==> config.mk <==
export PLATFORM = sky130hd
export DESIGN_NAME = dhnt_ram
export DESIGN_NICKNAME = d
export VERILOG_FILES = /design/src/dhnt_ram.sv
export SDC_FILE = /design/constraint.sdc
export NUM_CORES = 1
export LEC_CHECK = 0
export BUFFER_PORTS_ARGS = -buffer_cell sky130_fd_sc_hd__buf_2
export CAP_MARGIN = 20
export CORE_MARGIN = 1
export CORE_UTILIZATION = 33
export CTS_CLUSTER_DIAMETER = 150
export DETAILED_ROUTE_END_ITERATION = 10
export PLACE_DENSITY = 0.59
export SYNTH_ARGS = -nofsm -noshare
export SYNTH_HDL_FRONTEND = slang
export SYNTH_SLANG_ARGS = --single-unit
==> constraint.sdc <==
create_clock -name clk -period 2.98 [get_ports clk]
set_input_delay 0.298 -clock clk [delete_from_list [all_inputs] [get_ports clk]]
set_output_delay 0.298 -clock clk [all_outputs]
set_load 0.02 [all_outputs]
==> src/dhnt_ram.sv <==
// ----------------------------------------------------------------------------
// dhnt_ram
// Generic simple dual-port RAM: one write port, one read port, registered read.
// ----------------------------------------------------------------------------
module dhnt_ram #(
    parameter int WIDTH = 8,
    parameter int DEPTH = 16
) (
    input  logic                     clk,
    input  logic                     wr_en,
    input  logic [$clog2(DEPTH)-1:0] wr_addr,
    input  logic [WIDTH-1:0]         wr_data,
    input  logic [$clog2(DEPTH)-1:0] rd_addr,
    output logic [WIDTH-1:0]         rd_data
);

    logic [WIDTH-1:0] mem [DEPTH];

    always_ff @(posedge clk)
    begin
        if (wr_en)
        begin
            mem[wr_addr] <= wr_data;
        end
        rd_data <= mem[rd_addr];
    end

endmodule

; Word-level counts from Yosys, hierarchy flattened
; Memory sizes are Yosys's and may differ from the RTL's. A register that Yosys moved wholly into a read port is not among the register bits.
; Cells that the tools add are included.
[op_classes]
add_sub_neg = 0
mul = 0
n_div = 0
magnitude_cmp = 0
eq_ne = 0
shifts = 0
mux = 2
bitwise = 0
reduce_logical = 0
[ops]
columns = op, n
row1 = 1-bit two-way mux, 2
[totals]
reg_bits = 0
latch_bits = 0
mem_bits_rw = 128
rom_bits = 0
out_inout_bits = 8
word_cells = 3
n_memories = 1
[memory_table]
columns = name, depth, width, rd, rd_clocked_by_memory_dff, wr, line
row1 = mem, 16, 8, 1, 1, 1, 17  ; logic [WIDTH-1:0] mem [DEPTH];

; Depth between registers and ports, before layout
[logic_depth]
depth_word = 2
depth_mapped = 5
mapped_depth_nobuf = 3

; Worst setup path before layout
; Ideal clock, no wire load.
[synth_timing]
kind = in2reg
startpoint = input port wr_addr[2]
endpoint = memory mem[0][0] (enable)
arrival_ns = 1.408
t_required_ns = 2.597
path_slack_ns = 1.189
stages = 2
cell_sequence = or3b_2 -> nor3_1
[synth_lines]
columns = item, line
row1 = "start, declared", 11  ; input logic [$clog2(DEPTH)-1:0] wr_addr,
row2 = "end, declared", 17
; Straight into the memory's write port.

; Worst setup path after layout
[layout_timing]
startpoint = input port wr_addr[2]
endpoint = memory mem[0][2] (enable)
; Straight into the memory's write port.

==> flow_summary.toml <==
[synthesis]
yosys_register_bits = 136
post_synth_num_cell_types = 19
seq_area_frac_synth = 0.7778
avgSynthCellArea_um2 = 22.48
netlist_area_mm2 = 0.005147
synthCells = 229
synth_fp_nets = 247
ys_warn_count = 0

[place]
post_dp_cell_area_mm2 = 0.005497
gp_routability_congestion = 0.7706
dp_hpwl_mm = 6.360
port_buffers = 25

[cts]
cts_made_buffers = 17
cts_tree = "done"
path_clk_slew_ns = 0.05
cts_hold_buf = 0
h-tree-depth = 4
clock_path_buffers = 2
cts_sinks = 136
ctsResizeCount = 0
post_cts_buffers = 0
insertion_delay_ns = 0.41
cts_root_buf = "clkbuf_16"

[die]
io_pins = 26
fp.dieH_um = 126.9
die_area_mm2 = 0.01610
die_w_um = 126.9
start_util = 0.3386
core.rowCount = 45
coreArea_mm2 = 0.01520

[layout]
synthToLayoutAreaGrowth_pct = 18.98
fin_area_mm2 = 0.006125
antenna_cells = 0
drive_gt1_frac = 0.2937
nets = 291

[run]
cap_violations = 0

[worst_setup_path]
arrival_ns = 1.60
end_kind = "register"
required_ns = 3.10
crit_type = "in -> reg"
start_kind = "input port"
worst-path-max-fanout = 5

[timing]
worst_pin_slew_ns = 0.9857
max_freq_ghz = 0.6781
timing.final.hold_violations = 0
slew_violations = 0
finalSetupViolations = 0
period_needed_ns = 1.475
fin_setup_tns_ns = 0
finalCritPeriodShare = 0.4948
clock-skew-final_ns = 0.003096
rsz0062_at_grt = "no"
slew_headroom = 0.3404

[power]
p_int_uw = 3666
power_uw = 4534
power.density_mw_per_mm2 = 740.2
peakVddDrop_mv = 0.4085
pwr-share-seq = 0.474
switching_share = 0.1915
pwr-share-clk = 0.480
power_switching_uw = 868.0
p_leak_uw = 0.002055
p_comb_frac = 0.046

[status]
status = "finished, final reports clean"

[routing]
num_vias = 2351
first_pass_iters = 4
drtIter0Drc = 257
viasPerCell = 4.960
routed_wl_mm = 10.03
wl_per_cell_um = 21.16
drc = 0
antenna_left = 0

[global_routing]
grtUsageTotal = 0.1357
grt_max_degree = 24
grt_pass1_wl_mm = 15.11
antenna_found_initial = 0
gr-total-overflow = 0
grt_pass1_vias = 2417

[hold_path]
hold_class = "in -> reg"
## layout by cell type (no fill, tap or decap)
| cell type | netlist | final |
|---|---|---|
| a22oi_1 | 16 | 16 |
| and2_1 | 1 | 1 |
| and2b_1 | 1 | 1 |
| buf_2 | 3 | 25 |
| buf_4 | 1 | 10 |
| bufinv_16 | 0 | 3 |
| clkbuf_1 | 0 | 2 |
| clkbuf_16 | 0 | 17 |
| clkbuf_8 | 0 | 6 |
| clkinv_2 | 0 | 3 |
| clkinvlp_4 | 0 | 1 |
| dfxtp_1 | 8 | 8 |
| edfxtp_1 | 128 | 128 |
| mux4_1 | 14 | 14 |
| mux4_2 | 18 | 18 |
| nand2_1 | 9 | 9 |
| nand2b_1 | 2 | 2 |
| nand3_1 | 1 | 1 |
| nand3b_1 | 2 | 2 |
| nor2_1 | 13 | 13 |
| nor2b_1 | 1 | 1 |
| nor3_1 | 4 | 4 |
| or3b_2 | 1 | 1 |
## per-stage QoR
stage	instances	utilization	hold slack, ns	worst slack (ns)
3_5_place_dp	442	0.3616	0.6633	1.065
2_1_floorplan	229	-	0.3969	1.189
6_report	474	0.4029	0.2806	1.505
4_1_cts	474	0.4029	0.2718	1.525
5_1_grt	474	0.4029	0.2861	1.458
3_3_place_gp	442	0.3616	0.6615	1.133
## cell families after synthesis
logic type | synth area share
and+or+nand+nor | 0.03184
DFF | 0.7778
buffers and inverters | 0.01677
muxes | 0.1502
AOI/OAI and AO/OA | 0.02334
## cell usage after synthesis
master           number  area share
nor2b_1               1      0.0012
and2_1                1      0.0012
mux4_1               14       0.071
buf_6                 3      0.0066
a22oi_1              16       0.023
clkdlybuf4s25_2       3      0.0058
nand2b_1              2      0.0024
nand3_1               1     0.00097
nand2_1               9      0.0066
or3b_2                1      0.0017
dfxtp_1               8       0.031
buf_2                 3      0.0029
edfxtp_1            128        0.75
buf_4                 1      0.0015
nor3_1                4      0.0039
nand3b_1              2      0.0029
and2b_1               1      0.0015
mux4_2               18       0.079
nor2_1               13      0.0095
## critical path, stage by stage
cell and delay (ns):
buf_2 0.11, or3b_2 0.51, nor3_1 0.43, buf_4 0.24
## worst paths after layout
check	from	end	slack, ns	cells past startpoint
max reg2reg	mem[1][2]	rd_data[2]	1.53	3
min reg2reg	mem[12][2]	rd_data[2]	0.67	3
min	wr_data[6]	mem[7][6]	0.28	1
max	wr_addr[2]	mem[0][2]	1.51	4
## flip-flops by register name, indices dropped and copies added (netlist names)
signal and cells:
mem 128, rd_data 8
## power groups by stage
stage	registers [µW]	logic, µW	clock network, µW
finish	2150	207	2180
global route	2150	225	2290
CTS	2150	211	2200
detailed placement	2190	211	0
global placement	2190	207	0
floorplan	2200	109	0
## metal layers
layer | vias to the layer above | global-route usage | part of all wire
li1 | 1063 | - | -
met1 | 1198 | 0.1874 | 0.45
met4 | 0 | 0.05042 | 0.013
met2 | 76 | 0.2065 | 0.47
met3 | 14 | 0.03585 | 0.061
met5 | - | 0 | 0
## final cells by class
class                   count  area, µm²
repair buffers             35      200.2
well taps                 188      235.2
clock buffers              25      515.5
clock inverters             7      112.6
multi-input cells          83       1057
flip-flops and latches    136       4004
fillers                  1361       9077
Power figures use the tool's default switching activity.
