$ cat src/dhnt_pkg.sv
// ----------------------------------------------------------------------------
// dhnt_pkg
// Shared types, sizes and codes for the double-hashed name table.
// ----------------------------------------------------------------------------
package dhnt_pkg;

    // Table geometry
    localparam int TABLE_DEPTH = 128;
    localparam int NAME_BYTES  = 8;

    // Fixed field widths
    localparam int OP_W     = 2;
    localparam int NAME_W   = 64;
    localparam int CFG_W    = 8;
    localparam int SLOT_W   = 7;
    localparam int STATUS_W = 2;

    // Derived widths
    localparam int IDX_W  = $clog2(TABLE_DEPTH);          // slot address
    localparam int SZ_W   = $clog2(TABLE_DEPTH + 1);      // table size / probe count
    localparam int U_W    = SZ_W + 1;                     // compare-subtract operand
    localparam int KEY_W  = $clog2(255 * NAME_BYTES + 1); // byte sum
    localparam int BIT_W  = $clog2(KEY_W);                // key bit pointer
    localparam int ENTRY_W = STATUS_W + NAME_W;           // RAM word

    localparam logic [CFG_W-1:0] TABLE_SIZE_RST = CFG_W'(127);

    typedef enum logic [OP_W-1:0] {
        OP_INSERT = 2'd0,
        OP_SEARCH = 2'd1,
        OP_REMOVE = 2'd2
    } op_t;

    typedef enum logic [STATUS_W-1:0] {
        SLOT_EMPTY = 2'd0,
        SLOT_USED  = 2'd1,
        SLOT_GONE  = 2'd2
    } slot_status_t;

    typedef enum logic [2:0] {
        S_IDLE,
        S_SUM,
        S_MODA,
        S_MODB,
        S_PRIME,
        S_PROBE
    } state_t;

endpackage

$ cat src/dhnt_csub.sv
// ----------------------------------------------------------------------------
// dhnt_csub
// Compare-and-subtract: one restoring division step or one modular add fold.
// ----------------------------------------------------------------------------
module dhnt_csub (
    input  logic [dhnt_pkg::U_W-1:0] a,
    input  logic [dhnt_pkg::U_W-1:0] b,
    output logic [dhnt_pkg::U_W-1:0] y
);

    // drop b once when a has reached it
    assign y = (a >= b) ? (a - b) : a;

endmodule

$ cat config.mk
export PLATFORM = sky130hd
export DESIGN_NAME = dhnt_csub
export DESIGN_NICKNAME = d
export VERILOG_FILES = /design/src/dhnt_pkg.sv /design/src/dhnt_csub.sv
export SDC_FILE = /design/constraint.sdc
export NUM_CORES = 1
export LEC_CHECK = 0
export ABC_CLOCK_PERIOD_IN_PS = 5500
export BUFFER_PORTS_ARGS = -buffer_cell sky130_fd_sc_hd__clkbuf_2
export CORE_MARGIN = 2
export CORE_UTILIZATION = 37
export DETAILED_ROUTE_END_ITERATION = 10
export GPL_TIMING_DRIVEN = 0
export PLACE_DENSITY_LB_ADDON = 0.1
export SLEW_MARGIN = 20
export SYNTH_ARGS = -nofsm -noshare
export SYNTH_HDL_FRONTEND = slang
export SYNTH_SLANG_ARGS = --single-unit
$ cat constraint.sdc
create_clock -name vclk -period 5.5
set_input_delay 0.275 -clock vclk [all_inputs]
set_output_delay 0.275 -clock vclk [all_outputs]
set_load 0.01 [all_outputs]
Word level (Yosys, flattened, before mapping)
Index checks and enable logic that the tools add are counted.
{ "word_totals": {"ff_bits": 0, "out_inout_bits": 9, "elab_cells": 3, "input_bits": 18} }
{ "classes": {"muxes": 1, "add_sub_neg": 1, "n_lt_le_gt_ge": 1} }
{ "op_table": {"columns": ["operator", "n"], "rows": [
  ["$ge A9 B9 Y1", 1],
  ["$mux W9", 1],
  ["$sub A9 B9 Y9", 1]
]} }

Depth between registers and ports, before layout
Gate-level depths: netlist of run 1.
{ "logic_depth": {"depth_word": 2, "depth_mapped": 8, "mapped_depth_nobuf": 8} }

Worst setup path before layout of run 1
No wires, ideal clock.
{ "synth_path": {"kind": "input to output", "start": "in b[1] (netlist bit)", "end": "out y[2] (netlist bit)", "path_buffers": 0, "arrival_ps": 2109, "path_stages": 7, "required_ps": 5225, "setup_slack_ps": 3116, "path_cell_list": "inv_1 -> ha_1 -> nor2b_4 -> o31a_1 -> or3_4 -> a41oi_4 -> mux2_2"} }
{ "synth_via": {"elab_chain_len": 2, "word_cells_on_any_way": 3, "cone_classes": "add/sub (1); order compare (1); mux (1)"} }
{ "synth_rtl": {"columns": ["item", "line_no", "text"], "rows": [
  ["start, declared", "dhnt_csub.sv:7", "input logic [dhnt_pkg::U_W-1:0] b,"],
  ["$sub A9 B9 Y9 / $ge A9 B9 Y1 (equally long branches)", "dhnt_csub.sv:12", "assign y = (a >= b) ? (a - b) : a;"],
  ["$mux W9 (*)", "dhnt_csub.sv:12", null],
  ["end, declared", "dhnt_csub.sv:8", "output logic [dhnt_pkg::U_W-1:0] y"]
]} }
Every way passes the cells marked *; elsewhere a longest branch is shown, timed or not.

Worst setup path after layout of run 1
{ "layout_path": {"start": "in b[1] (netlist bit)", "end": "out y[6] (netlist bit)"} }
Same word-level chain as after synthesis.

==> impl_metrics.toml, run 1 <==
[clock_network]
hold_buffers = 0
cts_setup_buffers = 0
cts_resized = 0

[timing]
fin_crit_sh_pct = 49.8
hold_viol = 0
setup_violations = 0
relSlewSlack_pct = 71.2
fin_crit_ns = 2.74
worst_slew_pin_slew_ns = 0.426
hold_slack_ns = 0.869
tns_ns = 0
max_freq_mhz = 365
rsz0062_at_grt = "false"
setup_ws_ns = 2.76
maxSlewViolCount = 0

[pwr]
p_per_area_nw_per_um2 = 127
switching_share_pct = 49.1
clockPowerShare_pct = 0
p_sw_uw = 46.5
combPwrFrac_pct = 100.0
p_leak_nw = 0.405
ir_drop_mv = 0.0477
seqPwrFrac_pct = 0
internal_power_uw = 48.2

[route]
drc = 0
vias = 611
drtAntennaViolNets = 0
wl_um = 1240
vias_per_cell = 5.18
wl_per_cell_um = 10.5
dr.pass1.iters = 2
drtIter0Drc = 2

[final_layout]
drive_above_1_share_pct = 37.3
syn2layout_area_growth_pct = 26.2
multi_input_area_um2 = 539
num-nets-final = 132
nFillCells = 162
nClkBuffers = 0
seq_cells = 0
seqCellArea_um2 = 0
final_util_pct = 49.6
antenna_cells = 0

[setup_path]
path_buf_inv = 3
start_kind = "input port"
criticalPathCategory = "input port to output pin"
crit_path_frequent_cell = "clkbuf_2"
cp_top_family = "compound AO/OA/AOI/OAI gates"
cpPeakStageDelay_ns = 0.43
cp_num_cells = 9
cp.required_ns = 5.22
path_cells = "clkbuf_2, inv_1, ha_1, nor2b_4, o31a_1, or3_4, a41oi_4, mux2_2, clkbuf_2"
cp.arrival_ns = 2.46
cp_slowest_cell = "a41oi_4"
critPathCaptureType = "output pin"
cp_max_fo = 9

[synthesis]
synth_nets = 103
avgSynthCellArea_um2 = 7.89
yosysSeqAreaShare_pct = 0
yosys_warnings = 0
synth_top_area_cell = "ha_1"
synth_area_um2 = 592
syn_inst = 75
synth_cell_type_count = 27
yosys-top-cells-area = "ha_1 19%, mux2_2 13%, inv_1 7.6%"
synth_top_area_share_pct = 19.0

[global_route]
grtUsageMet1_pct = 21.0
antenna_found_initial = 0
overflow = 0
use_met3_pct = 0
grt_max_degree = 10
grt_pass1_wl_um = 2260
met2_usage_pct = 26.5
grt_pass1_vias = 526
grt_usage_pct = 14.8
busiest_layer = "met2"

[min_path]
worstHoldPathCells = 4
hold_path_class = "input port to output pin"

[floorplan]
die_y_um = 44.0
core_area_um2 = 1510
pin_count = 27
die_w_um = 44.0
initial_utilization_pct = 39.3
floorplan.die_area_um2 = 1940
core.rowCount = 14

[place]
port_buffers = 27
dpl.hpwl_um = 1060
gp_congestion = 0.742
pre_cts_ws_ns = 2.73

[status]
outcome = "completed"

[flow_run]
maxCapViolCount = 0
## worst paths after layout
path  endpoint  start  slack [ns]
max       y[6]   b[1]        2.76
min       y[0]   a[0]        0.87
## layer usage
metal	part of all wire, %	routed length, um
met1	50	620
met2	45	561
met3	4.9	61
met4	0	0
met5	0	0
## cell families (layout without fill, tap and decap cells)
| kind of cell | after synthesis | count (layout) | synth area share (%) |
|---|---|---|---|
| multiplexers | 10 | 10 | 18.4 |
| AND/OR/NAND/NOR | 17 | 17 | 18.4 |
| adder cells (fa/ha/maj) | 10 | 10 | 22.4 |
| XOR/XNOR | 3 | 3 | 4.44 |
| AO/OA/AOI/OAI | 21 | 21 | 27.5 |
| buffers and inverters | 14 | 41 | 8.88 |
## final cells by class
type               count  share of cell area (%)
multi-input cells     61                    72.2
repair buffers        27                    18.1
inverters             12                    6.03
well taps             16                    2.68
plain buffers          2                    1.01
## synth_stat cells
master / n
a21o_1: 2
a21oi_1: 4
a31oi_1: 1
a41oi_4: 1
and3_1: 1
and4_1: 1
clkbuf_1: 2
fa_1: 1
ha_1: 9
inv_1: 12
mux2_2: 7
mux2i_1: 3
nand3_1: 2
nor2_1: 5
nor2b_1: 2
nor2b_4: 1
nor3_1: 2
o211ai_1: 1
o21a_1: 3
o21ai_0: 4
o22a_1: 1
o31a_1: 2
o41ai_1: 2
or3_4: 1
or4_1: 1
or4b_2: 1
xnor2_1: 3
## layout by cell type, fill, tap and decap left out
master	count
o31a_1	2
nor2_1	5
a41oi_4	1
o41ai_1	2
ha_1	9
clkbuf_2	27
mux2i_1	3
nor3_1	2
o22a_1	1
o21a_1	3
nand3_1	2
nor2b_4	1
or4_1	1
nor2b_1	2
fa_1	1
and4_1	1
xnor2_1	3
mux2_2	7
a21oi_1	4
and3_1	1
o211ai_1	1
o21ai_0	4
a21o_1	2
inv_1	12
or3_4	1
a31oi_1	1
clkbuf_1	2
or4b_2	1
## worst min-delay path, stage by stage
cell and delay [ns]:
clkbuf_2 0.08, inv_1 0.06, mux2i_1 0.06, clkbuf_2 0.12
## power by group through the flow
stage               clock network (mW)  registers [mW]  logic [mW]
finish                               0               0      0.0947
global route                         0               0       0.107
CTS                                  0               0      0.0964
detailed placement                   0               0      0.0959
global placement                     0               0      0.0939
floorplan                            0               0      0.0689
## metrics by stage
step	cells	total power, mW	area [um^2]
finish	118	0.0947	747
global route	118	0.107	747
CTS	118	0.0964	747
detailed placement	118	0.0959	747
global placement	118	0.0939	747
floorplan	75	0.0689	592
Power figures use the tool's default switching activity.
==> run 2, diff against run 1 <==
--- a/config.mk
+++ b/config.mk
@@ -5,8 +5,10 @@
 export SDC_FILE = /design/constraint.sdc
 export NUM_CORES = 1
 export LEC_CHECK = 0
-export ABC_CLOCK_PERIOD_IN_PS = 5500
+export ABC_AREA = 1
+export ABC_CLOCK_PERIOD_IN_PS = 2500
 export BUFFER_PORTS_ARGS = -buffer_cell sky130_fd_sc_hd__clkbuf_2
+export CORE_ASPECT_RATIO = 0.8
 export CORE_MARGIN = 2
 export CORE_UTILIZATION = 37
 export DETAILED_ROUTE_END_ITERATION = 10
==> constraint.sdc (replaced) <==
create_clock -name vclk -period 2.5
set_input_delay 0.125 -clock vclk [all_inputs]
set_output_delay 0.125 -clock vclk [all_outputs]
set_load 0.01 [all_outputs]
==> run 2 against run 1 <==
Compared with the run above: wire length rose by 54%; final cell count grew 63%; total power rose by 140%; die area rose by 21%; combinational power up 140%; first-iteration DRC count rose to 6.0 times the previous value; area after synthesis grew 23%; via count grew 50%; non-clock buffer count fell by 2; worst hold slack got worse by 0.29 ns; global-route usage grew 3.5 points; largest cell class unchanged; highest routed layer unchanged.
==> impl_metrics.toml, run 2 <==
[setup_path]
critPathCaptureType = "output pin"
path_cells = "clkbuf_2, inv_1, ha_1, fa_1, inv_1, nand3_1, nand2_1, nand2_1, nand2_1, nand2_1, nand2_1, nand2_1, nand2_1, clkbuf_2"
cp_num_cells = 14
cp_slowest_cell = "fa_1"
criticalPathCategory = "input port to output pin"
cp.required_ns = 2.38
startpoint = "a[0]"
path_buf_inv = 4
cpPeakStageDelay_ns = 0.43
endpoint = "y[8]"
start_kind = "input port"
crit_path_frequent_cell = "nand2_1"
cp_max_fo = 2
cp.arrival_ns = 1.63
cp_top_family = "adder cells"

[synthesis]
synth_top_area_cell = "nand2_1"
yosysSeqAreaShare_pct = 0
synth_area_um2 = 731
yosys_warnings = 0
synth_nets = 169
avgSynthCellArea_um2 = 5.18
syn_inst = 141
synth_top_area_share_pct = 30.3
synth_common_cells = "59 x nand2_1, 34 x inv_1, 11 x nand4_1"
yosys-top-cells-area = "nand2_1 30%, inv_1 17%, ha_1 15%"
post-synth-top-count-cell = "nand2_1"
synth_cell_type_count = 16

[timing]
tns_ns = 0
rsz0062_at_grt = "false"
hold_slack_ns = 0.581
setup_ws_ns = 0.745
max_freq_mhz = 570
fin_crit_sh_pct = 70.2
setup_violations = 0
maxSlewViolCount = 0
relSlewSlack_pct = 68.2
fin_crit_ns = 1.75
worst_slew_pin_slew_ns = 0.477
hold_viol = 0

[global_route]
overflow = 0
grt_usage_pct = 18.2
grt_pass1_vias = 817
antenna_found_initial = 0
grt_pass1_wl_um = 3310
grt_max_degree = 10

[final_layout]
mostFrequentLayoutCell = "nand2_1"
drive_above_1_share_pct = 23.8
final_util_pct = 47.8
syn2layout_area_growth_pct = 22.6
seqCellArea_um2 = 0
nClkBuffers = 0
antenna_cells = 0
final_cell_count_no_fill = 192
seq_cells = 0
num-nets-final = 198
mostFrequentLayoutCells = "59 x nand2_1, 34 x inv_1, 27 x clkbuf_2"

[route]
vias_per_cell = 4.78
drtIter0Drc = 12
wl_um = 1910
vias = 917
drtAntennaViolNets = 0
wl_per_cell_um = 9.96
drc = 0
dr.pass1.iters = 4

[clock_network]
cts_resized = 0
cts_setup_buffers = 0
hold_buffers = 0

[place]
dpl.hpwl_um = 1620
gp_congestion = 0.820
dp.cells = 192
pre_cts_ws_ns = 0.736
port_buffers = 27

[floorplan]
core_area_um2 = 1870
die_w_um = 53.7
initial_utilization_pct = 39.0
pin_count = 27
core.rowCount = 14
die_y_um = 43.7
floorplan.die_area_um2 = 2350

[pwr]
p_leak_nw = 0.611
p_per_area_nw_per_um2 = 255
ir_drop_mv = 0.112

[min_path]
worstHoldPathCells = 4
hold_path_class = "input port to output pin"

[flow_run]
maxCapViolCount = 0

[status]
outcome = "completed"
-- run 2: changes by cell type in the layout (fill, tap and decap cells not counted), moves of 3 or more --
cell     delta
nand4_1    +11
nand3_1     +5
nand2_1    +59
nand2_2     +5
o21ai_0     -4
nor2_2      +3
mux2_2      -7
inv_1      +22
mux2i_1     -3
o21a_1      -3
nor2_1      -3
-- run 2: cell type report --
type,count,area [um^2]
fill,216,978
multi-input combinational,107,603
timing repair buffer,27,135
inverter,34,128
tap,24,30.0
-- run 2: how the worst min path moves through the flow --
stage                     from   end  slack, ns
after floorplan           a[0]  y[0]       0.40
after global placement    a[0]  y[0]       0.58
after detailed placement  a[0]  y[0]       0.58
after CTS                 a[0]  y[0]       0.58
after global routing      a[3]  y[3]       0.61
final                     a[0]  y[0]       0.58
-- run 2: through the flow --
| stage | power [mW] | cell area, um^2 |
|---|---|---|
| global route | 0.262 | 896 |
| CTS | 0.231 | 896 |
| detailed placement | 0.230 | 896 |
| global placement | 0.226 | 896 |
| floorplan | 0.160 | 731 |
| finish | 0.228 | 896 |
-- run 2: worst min-delay path, cell delays in order --
cell      delay, ns
clkbuf_2       0.09
nand4_1        0.08
nand2_1        0.05
clkbuf_2       0.12
-- run 2: cell families (layout without fill, tap and decap cells) --
logic type | count (synthesis) | in the layout | share of synthesized area [%]
compound gates | 4 | 4 | 3.77
fa+ha+maj | 10 | 10 | 18.2
simple gates | 90 | 90 | 57.0
xor+xnor | 3 | 3 | 3.60
buf+inv | 34 | 61 | 17.5
-- run 2: layer usage --
metal | global-route usage [%] | wire [um]
met5 | 0 | 0
met4 | 0 | 0
met3 | 0 | 48
met2 | 31.5 | 894
met1 | 26.9 | 970
-- run 2: report_power, final --
group | total (mW) | switching [mW] | internal [mW]
combinational | 0.228 | 0.138 | 0.0900
clock | 0 | 0 | 0
sequential | 0 | 0 | 0
total | 0.228 | 0.138 | 0.0900
==> run 3, diff against run 2 <==
--- a/config.mk
+++ b/config.mk
@@ -5,10 +5,9 @@
 export SDC_FILE = /design/constraint.sdc
 export NUM_CORES = 1
 export LEC_CHECK = 0
-export ABC_AREA = 1
-export ABC_CLOCK_PERIOD_IN_PS = 2500
+export ABC_AREA = 0
+export ABC_CLOCK_PERIOD_IN_PS = 1440
 export BUFFER_PORTS_ARGS = -buffer_cell sky130_fd_sc_hd__clkbuf_2
-export CORE_ASPECT_RATIO = 0.8
 export CORE_MARGIN = 2
 export CORE_UTILIZATION = 37
 export DETAILED_ROUTE_END_ITERATION = 10
==> constraint.sdc (replaced) <==
create_clock -name vclk -period 1.44
set_input_delay 0.072 -clock vclk [all_inputs]
set_output_delay 0.072 -clock vclk [all_outputs]
set_load 0.01 [all_outputs]
==> run 3 against run 2 <==
Compared with the run above: the run now ends with negative setup slack left; combinational power is 110% higher; wire length is 25% lower; highest routed layer is now met4; core utilization up 14 points; non-clock buffer count is 4 higher; critical path depth shrank 4; critical endpoint is now y[3]; final cell count decreased by 38%; largest cell class unchanged; final area is 3.2% higher; worst hold slack worse by 0.12 ns; sequential share of layout area unchanged; critical path type unchanged; setup slack worse by 1.3 ns.
==> impl_metrics.toml, run 3 (synthesis results as in run 1) <==
[status]
outcome = "finished, violations left"
violations = "negative setup slack"

[global_route]
grt_pass1_vias = 635
overflow = 0
grt_max_degree = 10
antenna_found_initial = 0
use_met3_pct = 0
busiest_layer = "met2"
met2_usage_pct = 31.5
grt_pass1_wl_um = 2370
grt_usage_pct = 15.1
grtUsageMet1_pct = 17.8

[final_layout]
seqCellArea_um2 = 0
final_cell_count_no_fill = 120
antenna_cells = 0
num-nets-final = 134
nFillCells = 150
mostFrequentLayoutCell = "clkbuf_2"
syn2layout_area_growth_pct = 56.2
drive_above_1_share_pct = 50.0
final_util_pct = 61.4
mostFrequentLayoutCells = "19 x clkbuf_2, 11 x inv_1, 7 x mux2_4, 7 x buf_6"
seq_cells = 0
nClkBuffers = 0

[pwr]
combPwrFrac_pct = 100.0
switching_share_pct = 43.7
totalPowerFinal_uw = 488
internal_power_uw = 275
p_sw_uw = 213
seqPwrFrac_pct = 0
p_per_area_nw_per_um2 = 528
clockPowerShare_pct = 0
p_leak_nw = 0.475
ir_drop_mv = 0.294

[timing]
setup_ws_ns = -0.569
fin_crit_sh_pct = 139
fin_crit_ns = 2.01
hold_slack_ns = 0.465
rsz0062_at_grt = "true"
max_freq_mhz = 498
relSlewSlack_pct = 75.1
setup_violations = 9
maxSlewViolCount = 0
worst_slew_pin_slew_ns = 0.374
hold_viol = 0

[setup_path]
criticalPathCategory = "input port to output pin"
cp_max_fo = 5
cp.arrival_ns = 1.94
start_kind = "input port"
cp.required_ns = 1.37
critPathCaptureType = "output pin"

[floorplan]
core_area_um2 = 1510
die_w_um = 44.0
die_y_um = 44.0
core.rowCount = 14
pin_count = 27
initial_utilization_pct = 39.3
floorplan.die_area_um2 = 1940

[route]
vias_per_cell = 5.45
wl_per_cell_um = 11.9
vias = 654
drtAntennaViolNets = 0
drtIter0Drc = 4
wl_um = 1430
dr.pass1.iters = 3
drc = 0

[place]
dp.cells = 118
gp_congestion = 0.704
pre_cts_ws_ns = -0.886
dpl.hpwl_um = 1110
port_buffers = 27

[flow_run]
maxCapViolCount = 0

[min_path]
worstHoldPathCells = 3
hold_path_class = "input port to output pin"

[clock_network]
hold_buffers = 0
==> run 3: changes by cell type in the layout (fill, tap and decap cells not counted), sizes merged, moves of 6 or more <==
| cell | previous run | this run |
|---|---|---|
| nand3 | 8 | 2 |
| inv | 34 | 12 |
| buf | 0 | 10 |
| nand2 | 64 | 0 |
| nand4 | 12 | 0 |
| mux2 | 0 | 7 |
| clkbuf | 27 | 21 |
==> run 3: path summary, 6_finish.rpt <==
kind	from	end	slack [ns]
max	b[1]	y[3]	-0.57
min	a[6]	y[6]	0.46
==> run 3: cell type report <==
cell class	count	area, um^2	area share [%]
plain buffers	1	3.75	0.406
inverters	12	57.6	6.22
multi-input cells	61	627	67.8
well taps	16	20.0	2.17
repair buffers	30	216	23.4
==> run 3: power by group through the flow <==
stage | combinational [mW] | clock (mW) | sequential, mW
6_report | 0.488 | 0 | 0
3_5_place_dp | 0.400 | 0 | 0
4_1_cts | 0.429 | 0 | 0
5_1_grt | 0.532 | 0 | 0
3_3_place_gp | 0.394 | 0 | 0
2_1_floorplan | 0.294 | 0 | 0
==> run 3: per-stage QoR <==
step / cell area, um^2 / TNS [ns]
2_1_floorplan: 643 / -3.72
3_3_place_gp: 798 / -7.79
3_5_place_dp: 798 / -7.80
4_1_cts: 850 / -5.24
5_1_grt: 925 / -5.13
6_report: 925 / -4.76
==> run 3: timing repair <==
| item | CTS | global route |
|---|---|---|
| resized for setup | 6 | 22 |
| pin swaps | 2 | 3 |
| setup endpoints to repair | 9 | 9 |
| setup buffers | 3 | 0 |
==> run 3: layer usage <==
| metal | part of all wire, % | routed length (um) |
|---|---|---|
| met5 | 0 | 0 |
| met4 | 2.5 | 36 |
| met3 | 2.5 | 36 |
| met2 | 53 | 757 |
| met1 | 42 | 598 |
==> run 3: critical path, stage by stage <==
cell,delay [ns]
clkbuf_16,0.12
inv_12,0.03
ha_4,0.22
nor2b_4,0.12
o31a_1,0.25
or3_4,0.34
a41oi_4,0.17
buf_6,0.17
mux2_4,0.31
buf_6,0.13
